File: src/hdl/assert_macros.svh
// Assertion macros used by the top level of the log gap window deviation block.
`ifndef ASSERT_MACROS_SVH
`define ASSERT_MACROS_SVH

// Checked on every rising edge outside reset.
`define LGWD_ASSERT(label, prop, msg) \
   label: assert property (@(posedge clock) disable iff (reset) (prop)) else $error(msg);

// Checked on every rising edge, reset included.
`define LGWD_ASSERT_ALWAYS(label, prop, msg) \
   label: assert property (@(posedge clock) (prop)) else $error(msg);

`endif

File: src/hdl/lgwd_pkg.sv
// Shared constants, state encoding and controller/datapath interface types.
`default_nettype none
package lgwd_pkg;

   localparam int TIME_BITS       = 32;
   localparam int LOG_FRAC_BITS   = 10;
   localparam int MAX_HALF_WINDOW = 15;
   localparam int HW_W            = 4;
   localparam int LINE_DEPTH      = 32;
   localparam int ADDR_W          = 5;
   localparam int E_W             = 5;
   localparam int LOG_W           = E_W + LOG_FRAC_BITS;
   localparam int LINE_W          = LOG_W + 1;
   localparam int CNT_W           = 5;
   localparam int SUM_W           = 20;
   localparam int IDX_W           = 16;
   localparam int SCORE_W         = 16;
   localparam int SQ_CNT_W        = 4;
   localparam int DIV_CNT_W       = 5;
   localparam int START_W         = 8;
   localparam int NOUT_W          = 5;
   localparam int LN2_Q16         = 45426;
   localparam int LN_ROUND        = 32768;

   typedef enum logic [10:0] {
      ST_IDLE  = 11'b000_0000_0001,
      ST_NORM  = 11'b000_0000_0010,
      ST_SQ    = 11'b000_0000_0100,
      ST_LN    = 11'b000_0000_1000,
      ST_WRITE = 11'b000_0001_0000,
      ST_CHECK = 11'b000_0010_0000,
      ST_SUM   = 11'b000_0100_0000,
      ST_DIV   = 11'b000_1000_0000,
      ST_CRD   = 11'b001_0000_0000,
      ST_CAP   = 11'b010_0000_0000,
      ST_RSP   = 11'b100_0000_0000
   } state_type;

   typedef struct packed {
      logic first_load;
      logic gap_start;
      logic norm_step;
      logic sq_step;
      logic ln_mul;
      logic line_write;
      logic score_start;
      logic sum_step;
      logic div_start;
      logic div_step;
      logic center_rd;
      logic capture;
      logic score_taken;
   } cmd_type;

   typedef struct packed {
      logic gap_pos;
      logic item_last;
      logic norm_done;
      logic sq_last;
      logic emit_ok;
      logic sum_done;
      logic div_last;
   } status_type;

endpackage
`default_nettype wire

File: src/hdl/lgwd_ram.sv
// Generic single write port, single read port RAM with registered read data.
`default_nettype none
module lgwd_ram #(
   parameter int WIDTH = 16,
   parameter int DEPTH = 32
) (
   input  wire logic                     clock,
   input  wire logic                     wr_en,
   input  wire logic [$clog2(DEPTH)-1:0] wr_addr,
   input  wire logic [WIDTH-1:0]         wr_data,
   input  wire logic [$clog2(DEPTH)-1:0] rd_addr,
   output logic      [WIDTH-1:0]         rd_data
);
   logic [WIDTH-1:0] mem_ff [DEPTH];

   always_ff @(posedge clock) begin
      if (wr_en) begin
         mem_ff[wr_addr] <= wr_data;
      end
      rd_data <= mem_ff[rd_addr];
   end
endmodule
`default_nettype wire

File: src/hdl/lgwd_ctrl.sv
// Controller state machine sequencing the log, window sum, divide and output steps.
`default_nettype none
module lgwd_ctrl (
   input  wire logic                clock,
   input  wire logic                reset,
   input  wire logic                req_valid,
   input  wire logic                req_last_photo,
   output logic                     req_ready,
   output logic                     rsp_valid,
   input  wire logic                rsp_ready,
   input  wire lgwd_pkg::status_type status,
   output lgwd_pkg::cmd_type        cmd,
   output lgwd_pkg::state_type      state
);
   import lgwd_pkg::*;

   state_type state_ff, state_in;
   logic      in_seq_ff, in_seq_in;

   always_comb begin
      state_in  = state_ff;
      in_seq_in = in_seq_ff;
      cmd       = '0;
      unique case (state_ff)
         ST_IDLE: begin
            if (req_valid) begin
               if (!in_seq_ff) begin
                  cmd.first_load = 1'b1;
                  in_seq_in      = !req_last_photo;
               end else begin
                  cmd.gap_start = 1'b1;
                  state_in      = status.gap_pos ? ST_NORM : ST_WRITE;
               end
            end
         end
         ST_NORM: begin
            if (status.norm_done) begin
               state_in = ST_SQ;
            end else begin
               cmd.norm_step = 1'b1;
            end
         end
         ST_SQ: begin
            cmd.sq_step = 1'b1;
            if (status.sq_last) begin
               state_in = ST_LN;
            end
         end
         ST_LN: begin
            cmd.ln_mul = 1'b1;
            state_in   = ST_WRITE;
         end
         ST_WRITE: begin
            cmd.line_write = 1'b1;
            state_in       = ST_CHECK;
         end
         ST_CHECK: begin
            if (status.emit_ok) begin
               cmd.score_start = 1'b1;
               state_in        = ST_SUM;
            end else begin
               if (status.item_last) begin
                  in_seq_in = 1'b0;
               end
               state_in = ST_IDLE;
            end
         end
         ST_SUM: begin
            if (status.sum_done) begin
               cmd.div_start = 1'b1;
               state_in      = ST_DIV;
            end else begin
               cmd.sum_step = 1'b1;
            end
         end
         ST_DIV: begin
            cmd.div_step = 1'b1;
            if (status.div_last) begin
               state_in = ST_CRD;
            end
         end
         ST_CRD: begin
            cmd.center_rd = 1'b1;
            state_in      = ST_CAP;
         end
         ST_CAP: begin
            cmd.capture = 1'b1;
            state_in    = ST_RSP;
         end
         ST_RSP: begin
            if (rsp_ready) begin
               cmd.score_taken = 1'b1;
               state_in        = ST_CHECK;
            end
         end
         default: begin
            state_in = ST_IDLE;
         end
      endcase
   end

   always_ff @(posedge clock) begin
      if (reset) begin
         state_ff  <= ST_IDLE;
         in_seq_ff <= 1'b0;
      end else begin
         state_ff  <= state_in;
         in_seq_ff <= in_seq_in;
      end
   end

   assign req_ready = (state_ff == ST_IDLE);
   assign rsp_valid = (state_ff == ST_RSP);
   assign state     = state_ff;
endmodule
`default_nettype wire

File: src/hdl/lgwd_dp.sv
// Datapath: gap, iterative fixed point log, log line memory, window sum and divider.
`default_nettype none
module lgwd_dp (
   input  wire logic                            clock,
   input  wire logic                            reset,
   input  wire logic                            csr_valid,
   input  wire logic [lgwd_pkg::HW_W-1:0]       csr_half_window,
   input  wire logic [lgwd_pkg::TIME_BITS-1:0]  req_time_stamp,
   input  wire logic                            req_last_photo,
   input  wire lgwd_pkg::cmd_type               cmd,
   output lgwd_pkg::status_type                 status,
   output logic [lgwd_pkg::IDX_W-1:0]           rsp_gap_index,
   output logic signed [lgwd_pkg::SCORE_W-1:0]  rsp_toc_score,
   output logic                                 rsp_score_invalid,
   output logic                                 rsp_last_score
);
   import lgwd_pkg::*;

   logic [HW_W-1:0]      hw_ff, hw_in;
   logic [HW_W-1:0]      d_ff, d_in;
   logic [TIME_BITS-1:0] prev_ff, prev_in;
   logic                 last_ff, last_in;
   logic                 pos_ff, pos_in;
   logic [31:0]          x_ff, x_in;
   logic [E_W-1:0]       e_ff, e_in;
   logic [LOG_FRAC_BITS-1:0] frac_ff, frac_in;
   logic [SQ_CNT_W-1:0]  sq_cnt_ff, sq_cnt_in;
   logic [LOG_W-1:0]     ln_ff, ln_in;
   logic [IDX_W-1:0]     gaps_ff, gaps_in;
   logic [IDX_W-1:0]     scores_ff, scores_in;
   logic [START_W-1:0]   start_ff, start_in;
   logic [NOUT_W-1:0]    nout_ff, nout_in;
   logic [HW_W-1:0]      left_ff, left_in;
   logic [CNT_W-1:0]     cnt_ff, cnt_in;
   logic [CNT_W-1:0]     k_ff, k_in;
   logic                 rd_pend_ff, rd_pend_in;
   logic [SUM_W-1:0]     sum_ff, sum_in;
   logic [SUM_W-1:0]     num_ff, num_in;
   logic [CNT_W-1:0]     rem_ff, rem_in;
   logic [DIV_CNT_W-1:0] div_cnt_ff, div_cnt_in;
   logic                 fin_ff, fin_in;
   logic [IDX_W-1:0]     idx_ff, idx_in;
   logic signed [SCORE_W-1:0] score_ff, score_in;
   logic                 inv_ff, inv_in;

   logic [TIME_BITS-1:0] gap;
   logic [63:0]          sq_prod;
   logic [32:0]          sq_sh;
   logic [31:0]          ln_prod;
   logic [IDX_W-1:0]     pending, lag;
   logic [HW_W-1:0]      left_c, right_c;
   logic [ADDR_W-1:0]    base, sum_addr, rd_addr;
   logic [CNT_W:0]       trial;
   logic                 ge;
   logic [LINE_W-1:0]    rd_data, wr_data;
   logic [LOG_W-1:0]     rd_log;
   logic                 rd_ok;
   logic signed [SCORE_W-1:0] diff;

   assign gap     = req_time_stamp - prev_ff;
   assign sq_prod = x_ff * x_ff;
   assign sq_sh   = sq_prod[63:31];
   assign ln_prod = 32'({e_ff, frac_ff}) * 32'(LN2_Q16) + 32'(LN_ROUND);
   assign pending = gaps_ff - scores_ff;
   assign lag     = pending - 16'd1;
   assign left_c  = (start_ff < START_W'(d_ff)) ? start_ff[HW_W-1:0] : d_ff;
   assign right_c = (last_ff && (lag < IDX_W'(d_ff))) ? lag[HW_W-1:0] : d_ff;
   assign base    = scores_ff[ADDR_W-1:0] - ADDR_W'(left_ff);
   assign sum_addr = base + k_ff;
   assign rd_addr = cmd.center_rd ? scores_ff[ADDR_W-1:0] : sum_addr;
   assign trial   = {rem_ff, num_ff[SUM_W-1]};
   assign ge      = trial >= {1'b0, cnt_ff};
   assign rd_ok   = rd_data[LINE_W-1];
   assign rd_log  = rd_data[LOG_W-1:0];
   assign wr_data = {pos_ff, pos_ff ? ln_ff : LOG_W'(0)};
   assign diff    = $signed({1'b0, rd_log}) - $signed({1'b0, num_ff[LOG_W-1:0]});

   always_comb begin
      hw_in      = csr_valid ? csr_half_window : hw_ff;
      d_in       = d_ff;
      prev_in    = prev_ff;
      last_in    = last_ff;
      pos_in     = pos_ff;
      x_in       = x_ff;
      e_in       = e_ff;
      frac_in    = frac_ff;
      sq_cnt_in  = sq_cnt_ff;
      ln_in      = ln_ff;
      gaps_in    = gaps_ff;
      scores_in  = scores_ff;
      start_in   = start_ff;
      nout_in    = nout_ff;
      left_in    = left_ff;
      cnt_in     = cnt_ff;
      k_in       = k_ff;
      rd_pend_in = rd_pend_ff;
      sum_in     = sum_ff;
      num_in     = num_ff;
      rem_in     = rem_ff;
      div_cnt_in = div_cnt_ff;
      fin_in     = fin_ff;
      idx_in     = idx_ff;
      score_in   = score_ff;
      inv_in     = inv_ff;

      if (cmd.first_load) begin
         prev_in   = req_time_stamp;
         gaps_in   = '0;
         scores_in = '0;
         start_in  = '0;
      end
      if (cmd.gap_start) begin
         prev_in   = req_time_stamp;
         last_in   = req_last_photo;
         pos_in    = status.gap_pos;
         d_in      = (32'(hw_ff) > 32'(MAX_HALF_WINDOW)) ? HW_W'(MAX_HALF_WINDOW) : hw_ff;
         x_in      = gap;
         e_in      = E_W'(31);
         frac_in   = '0;
         sq_cnt_in = '0;
         nout_in   = '0;
      end
      if (cmd.norm_step) begin
         x_in = {x_ff[30:0], 1'b0};
         e_in = e_ff - E_W'(1);
      end
      if (cmd.sq_step) begin
         frac_in   = {frac_ff[LOG_FRAC_BITS-2:0], sq_sh[32]};
         x_in      = sq_sh[32] ? sq_sh[32:1] : sq_sh[31:0];
         sq_cnt_in = sq_cnt_ff + SQ_CNT_W'(1);
      end
      if (cmd.ln_mul) begin
         ln_in = ln_prod[16 +: LOG_W];
      end
      if (cmd.line_write) begin
         gaps_in = gaps_ff + IDX_W'(1);
      end
      if (cmd.score_start) begin
         left_in    = left_c;
         cnt_in     = CNT_W'(left_c) + CNT_W'(right_c) + CNT_W'(1);
         k_in       = '0;
         rd_pend_in = 1'b0;
         sum_in     = '0;
         fin_in     = last_ff && (pending == IDX_W'(1));
      end
      if (cmd.sum_step) begin
         if (rd_pend_ff && rd_ok) begin
            sum_in = sum_ff + SUM_W'(rd_log);
         end
         rd_pend_in = (k_ff != cnt_ff);
         if (k_ff != cnt_ff) begin
            k_in = k_ff + CNT_W'(1);
         end
      end
      if (cmd.div_start) begin
         num_in     = sum_ff + SUM_W'(cnt_ff >> 1);
         rem_in     = '0;
         div_cnt_in = '0;
      end
      if (cmd.div_step) begin
         rem_in     = ge ? CNT_W'(trial - {1'b0, cnt_ff}) : trial[CNT_W-1:0];
         num_in     = {num_ff[SUM_W-2:0], ge};
         div_cnt_in = div_cnt_ff + DIV_CNT_W'(1);
      end
      if (cmd.capture) begin
         idx_in   = scores_ff;
         inv_in   = !rd_ok;
         score_in = rd_ok ? diff : {1'b1, {(SCORE_W-1){1'b0}}};
      end
      if (cmd.score_taken) begin
         scores_in = scores_ff + IDX_W'(1);
         nout_in   = nout_ff + NOUT_W'(1);
         if (start_ff != {START_W{1'b1}}) begin
            start_in = start_ff + START_W'(1);
         end
      end
   end

   always_ff @(posedge clock) begin
      if (reset) begin
         hw_ff     <= HW_W'(2);
         prev_ff   <= '0;
         gaps_ff   <= '0;
         scores_ff <= '0;
         start_ff  <= '0;
         nout_ff   <= '0;
      end else begin
         hw_ff     <= hw_in;
         prev_ff   <= prev_in;
         gaps_ff   <= gaps_in;
         scores_ff <= scores_in;
         start_ff  <= start_in;
         nout_ff   <= nout_in;
      end
   end

   always_ff @(posedge clock) begin
      d_ff       <= d_in;
      last_ff    <= last_in;
      pos_ff     <= pos_in;
      x_ff       <= x_in;
      e_ff       <= e_in;
      frac_ff    <= frac_in;
      sq_cnt_ff  <= sq_cnt_in;
      ln_ff      <= ln_in;
      left_ff    <= left_in;
      cnt_ff     <= cnt_in;
      k_ff       <= k_in;
      rd_pend_ff <= rd_pend_in;
      sum_ff     <= sum_in;
      num_ff     <= num_in;
      rem_ff     <= rem_in;
      div_cnt_ff <= div_cnt_in;
      fin_ff     <= fin_in;
      idx_ff     <= idx_in;
      score_ff   <= score_in;
      inv_ff     <= inv_in;
   end

   lgwd_ram #(
      .WIDTH (LINE_W),
      .DEPTH (LINE_DEPTH)
   ) u_line (
      .clock   (clock),
      .wr_en   (cmd.line_write),
      .wr_addr (gaps_ff[ADDR_W-1:0]),
      .wr_data (wr_data),
      .rd_addr (rd_addr),
      .rd_data (rd_data)
   );

   always_comb begin
      status.gap_pos   = req_time_stamp > prev_ff;
      status.item_last = last_ff;
      status.norm_done = x_ff[31];
      status.sq_last   = (sq_cnt_ff == SQ_CNT_W'(LOG_FRAC_BITS - 1));
      status.emit_ok   = (pending != '0) && !nout_ff[NOUT_W-1]
                         && (last_ff || (lag >= IDX_W'(d_ff)));
      status.sum_done  = (k_ff == cnt_ff) && !rd_pend_ff;
      status.div_last  = (div_cnt_ff == DIV_CNT_W'(SUM_W - 1));
   end

   assign rsp_gap_index     = idx_ff;
   assign rsp_toc_score     = score_ff;
   assign rsp_score_invalid = inv_ff;
   assign rsp_last_score    = fin_ff;
endmodule
`default_nettype wire

File: src/hdl/log_gap_window_deviation.sv
// Top level of the log gap window deviation block: controller, datapath and checks.
// Flow: a positive gap is logged and stored by a normalize loop of up to 31 single-bit shifts,
// then 10 squaring rounds on one 32x32 multiplier; each score then takes a window sum over
// the line memory read port and a 20-step divider.
// Throughput: one request at a time; the next request is taken once all its scores are gone.
// Reset: synchronous, active high; half_window returns to 2 and the block waits for a first stamp.
`default_nettype none
`include "assert_macros.svh"
module log_gap_window_deviation (
   input  wire logic                                clock,
   input  wire logic                                reset,
   input  wire logic                                csr_valid,
   output logic                                     csr_ready,
   input  wire logic [lgwd_pkg::HW_W-1:0]           csr_half_window,
   input  wire logic                                req_valid,
   output logic                                     req_ready,
   input  wire logic [lgwd_pkg::TIME_BITS-1:0]      req_time_stamp,
   input  wire logic                                req_last_photo,
   output logic                                     rsp_valid,
   input  wire logic                                rsp_ready,
   output logic [lgwd_pkg::IDX_W-1:0]               rsp_gap_index,
   output logic signed [lgwd_pkg::SCORE_W-1:0]      rsp_toc_score,
   output logic                                     rsp_score_invalid,
   output logic                                     rsp_last_score
);
   import lgwd_pkg::*;

   cmd_type    cmd;
   status_type status;
   state_type  state;
   logic       at_min;

   // Always writable, not checked; the user must change the configuration register only while idle.
   assign csr_ready = 1'b1;

   // The controller owns the request and response handshakes and walks each request through the log,
   // store, and per-score sum, divide and output phases.
   lgwd_ctrl u_ctrl (
      .clock          (clock),
      .reset          (reset),
      .req_valid      (req_valid),
      .req_last_photo (req_last_photo),
      .req_ready      (req_ready),
      .rsp_valid      (rsp_valid),
      .rsp_ready      (rsp_ready),
      .status         (status),
      .cmd            (cmd),
      .state          (state)
   );

   // The datapath holds the stamp history, the line of log gaps and the score result.
   lgwd_dp u_dp (
      .clock             (clock),
      .reset             (reset),
      .csr_valid         (csr_valid),
      .csr_half_window   (csr_half_window),
      .req_time_stamp    (req_time_stamp),
      .req_last_photo    (req_last_photo),
      .cmd               (cmd),
      .status            (status),
      .rsp_gap_index     (rsp_gap_index),
      .rsp_toc_score     (rsp_toc_score),
      .rsp_score_invalid (rsp_score_invalid),
      .rsp_last_score    (rsp_last_score)
   );

   // The score sits at its most negative value.
   assign at_min = (rsp_toc_score == {1'b1, {(SCORE_W-1){1'b0}}});

   // A request is never taken while a score waits at the output.
   `LGWD_ASSERT_ALWAYS(a_no_overlap, reset || !(req_ready && rsp_valid), "both channels open")
   // An invalid center always shows the minimum score, and a valid one never does.
   `LGWD_ASSERT(a_invalid_min, rsp_valid |-> (rsp_score_invalid == at_min), "bad invalid flag")
   // A request that forms a gap leaves the idle state at once.
   `LGWD_ASSERT(a_gap_busy, (cmd.gap_start) |=> !req_ready, "gap request did not start work")
   // The controller always sits in exactly one state.
   `LGWD_ASSERT(a_state_onehot, $onehot(state), "controller state not one-hot")
endmodule
`default_nettype wire
File: config.mk
export PLATFORM = sky130hd
export DESIGN_NAME = log_gap_window_deviation
export DESIGN_NICKNAME = d
export VERILOG_FILES = /design/src/hdl/lgwd_pkg.sv /design/src/hdl/lgwd_ram.sv /design/src/hdl/lgwd_ctrl.sv /design/src/hdl/lgwd_dp.sv /design/src/hdl/log_gap_window_deviation.sv
export VERILOG_INCLUDE_DIRS = /design/src /design/src/hdl
export SDC_FILE = /design/constraint.sdc
export NUM_CORES = 2
export LEC_CHECK = 0
export ABC_AREA = 1
export BUFFER_PORTS_ARGS = -buffer_cell sky130_fd_sc_hd__buf_2
export CAP_MARGIN = 0
export CORE_MARGIN = 10
export CORE_UTILIZATION = 40
export CTS_BUF_LIST = sky130_fd_sc_hd__clkbuf_2 sky130_fd_sc_hd__clkbuf_4 sky130_fd_sc_hd__clkbuf_8
export DETAILED_ROUTE_END_ITERATION = 8
export GPL_TIMING_DRIVEN = 0
export MAX_ROUTING_LAYER = met4
export SYNTH_ARGS = -nofsm -noshare
export SYNTH_HDL_FRONTEND = slang
export SYNTH_SLANG_ARGS = --single-unit
export TNS_END_PERCENT = 10
File: constraint.sdc
create_clock -name clock -period 21.3 [get_ports clock]
set_clock_uncertainty 0.15 [all_clocks]
set_input_delay 3.195 -clock clock [delete_from_list [all_inputs] [get_ports clock]]
set_output_delay 3.195 -clock clock [all_outputs]
set_load 0.01 [all_outputs]
==> impl_metrics.yaml <==
drt:
  drt-vias-per-instance: 5.31
  wire_per_inst_um: 22.8
  ant_nets: 0
  drtIter0Drc: 5311
  vias: 55800
  totalWireLength_mm: 239
  drc: 0
  firstDrtPassIters: 6
synth:
  yosysWarnings: 0
  async_reset_ff_frac: 0
  synth_top_family_by_area: "adder cells"
  synth-compound-area-share: 0.0900
  ys_ff_latch: 792
  muxShareOfSynthArea: 0.000140
  postSynthAreaPerCell_um2: 9.22
  synthSimpleGateAreaFrac: 0.134
  synthFlopType: "edfxtp_1"
  syn_nets: 9215
  syn_inst: 7776
  yosysSeqAreaShare: 0.313
  synth_area_um2: 71700
  synthDistinctLibCells: 68
  synth_xor_xnor_area_share: 0.0198
  synth_edf_count: 658
  synth-adder-area-share: 0.335
worst_setup_path:
  slowest_delay_ps: 1160
  cp.arrival_ps: 11110
  critPathMaxFanout: 10
  startpoint_type: "register"
  cpMostUsedCell: "fa_1"
  regToRegStartpoint: "u_dp.x_ff[13]"
  end_kind: "register"
  slowest_stage: "buf_1"
  cp-startpoint: "u_dp.x_ff[13]"
  cp_num_buf_inv: 7
  critPathKind: "register to register"
  required_ps: 21700
  path_delay_family: "adder cells"
timing:
  maxSlewHeadroom: -0.0493
  finalCriticalPeriod_ps: 10710
  fin_crit_sh: 0.503
  tightest_slew_ps: 1570
  clock.fmax_mhz: 93.4
  drv_slew: 34
  hold_viol: 0
  setup_tns_ps: 0
  rsz0062_at_grt: "false"
  final-setup-viol-count: 0
placement:
  place.gp.congestion: 1.11
  io_buffers: 76
  hpwl_mm: 189
layout:
  area_delta_synth_final_pct: 9.77
  multi_input_area_um2: 41600
  fin_nets: 9463
  n_fill_cell: 17400
  drive_gt1_frac: 0.0674
  seq_area_um2: 22400
worst_hold_path:
  min-delay-start: "u_dp.hw_ff[3]"
  min_path_type: "register to register"
floorplan:
  die_w_um: 443
  boundaryPins: 79
  start_util: 0.402
  dieHeight_um: 443
  core_area_um2: 178000
  die_area_um2: 197000
  num_rows: 155
global_routing:
  grt_pass1_vias: 57000
  track_usage: 0.247
  grt_antenna_before_repair: 24
  grt_pass1_wl_mm: 358
  grt_overflow_total: 0
  grt_max_degree: 39
clock_tree:
  clock-sinks: 792
  cts_resized: 0
  clk_latency_ps: 870
  clockBufferDepth: 3
  cts_tree: "yes"
  numCtsBuffers: 141
  ctsHoldBuffers: 0
  root_buffer: "clkbuf_8"
  clk_pin_slew_ps: 70
  cts_max_level: 4
  cts_setup_buffers: 0
job:
  maxCapViolCount: 5
status:
  violations: "max-capacitance violations, max-slew violations"
  status: "complete, but fails checks"
-- area by class of cell --
cell class                      count  share of cell area
Tap cell                         2355              0.0374
Sequential cell                   792               0.285
Antenna cell                       20            0.000636
Multi-Input combinational cell   4952               0.529
Buffer                            263              0.0142
Clock buffer                      210              0.0324
Inverter                         1769              0.0844
Timing Repair Buffer              105              0.0108
Clock inverter                     50             0.00644
-- cells in the mapped netlist, types with 5 or more instances --
master    count  area share
o22ai_2       6      0.0010
inv_2        13     0.00068
o21ai_0     446       0.031
fa_1        869        0.24
nand3_2       8      0.0011
nor2_2       12      0.0010
buf_2        51      0.0036
edfxtp_1    658        0.28
a31oi_1      26      0.0023
o21bai_1     34      0.0036
xor2_1      109       0.013
a21o_1       29      0.0030
nand4_1      37      0.0032
nor2_4        5     0.00079
nand3_1     275       0.019
a21boi_0      7     0.00073
nor4_1       16      0.0014
clkbuf_1    182      0.0095
a211oi_1     14      0.0015
nor2_1      633       0.033
buf_4        11      0.0012
inv_1      1754       0.092
o22ai_1      10     0.00087
o211ai_1     20      0.0021
buf_1        13     0.00068
o221ai_1    133       0.016
and3_1       10     0.00087
nor3_1       49      0.0034
a221oi_1      8     0.00098
nand2_2      16      0.0014
o21ai_1      18      0.0013
nand2_1    1212       0.063
a31o_2        5     0.00061
ha_1        528       0.092
o31ai_1       6     0.00063
a21oi_1     271       0.019
nor3_2        6     0.00084
or2_2         9     0.00079
dfxtp_1     134       0.037
o21a_1       29      0.0030
nand3b_1     10      0.0010
xnor2_1      49      0.0060
-- flip-flops by register name, summed over array words and instances (netlist names), 10 cells and up --
name	count
u_dp.sum_ff	20
u_dp.gaps_ff	16
u_dp.frac_ff	10
u_dp.num_ff	20
u_ctrl.state	11
u_dp.ln_ff	15
u_dp.u_line.rd_data	16
u_dp.x_ff	32
u_dp.u_line.mem_ff	512
u_dp.prev_ff	32
u_dp.scores_ff	16
u_dp.rsp_toc_score	16
u_dp.rsp_gap_index	16
-- layer usage --
metal / part of all wire / up-vias / routed length (um) / GRT usage
met5: 0 / - / 0 / -
met4: 0.063 / 0 / 15100 / 0.126
met3: 0.079 / 605 / 18900 / 0.0372
met2: 0.46 / 2384 / 109000 / 0.385
met1: 0.40 / 27700 / 96400 / 0.313
li1: - / 25200 / - / -
-- layout by cell type, fill, tap and decap left out, types with 109 or more instances in the layout --
| master | count |
|---|---|
| clkbuf_8 | 156 |
| xor2_1 | 109 |
| o21ai_0 | 445 |
| clkbuf_1 | 180 |
| ha_1 | 528 |
| edfxtp_1 | 658 |
| buf_2 | 127 |
| nand3_1 | 274 |
| dfxtp_1 | 134 |
| fa_1 | 869 |
| inv_1 | 1751 |
| a21oi_1 | 271 |
| o221ai_1 | 133 |
| nand2_1 | 1212 |
| nor2_1 | 605 |
-- metrics by stage --
stage / util / instance area [um^2] / cells / hold WS (ps) / setup WS [ps]
floorplan: - / 71700 / 7776 / 253 / 13820
global placement: 0.420 / 75000 / 10200 / 269 / 10990
detailed placement: 0.423 / 75400 / 10200 / 277 / 11030
CTS: 0.440 / 78500 / 10500 / 280 / 10990
global route: 0.441 / 78700 / 10500 / 297 / 10600
finish: 0.441 / 78700 / 10500 / 286 / 10590
-- logic make-up (layout without fill, tap and decap cells) --
kind of cell,Yosys count,count (layout)
AOI/OAI and AO/OA,1080,1080
xor gates and xnor gates,160,160
adders and majority gates,1397,1397
buffers and inverters,2032,2397
DFF,792,792
muxes,1,1
other,1,21
and+or+nand+nor,2313,2313
-- final timing paths --
kind	cells past startpoint	slack, ps	endpoint
hold reg to reg	0	290	u_dp.d_ff[3]
setup reg to reg	29	10590	u_dp.x_ff[11]
hold / removal	0	290	u_dp.d_ff[3]
setup / recovery	29	10590	u_dp.x_ff[11]
Power is left out: the tool's default activity adds up to more than one toggle a clock period on the data nets, which glitch-free logic cannot reach.
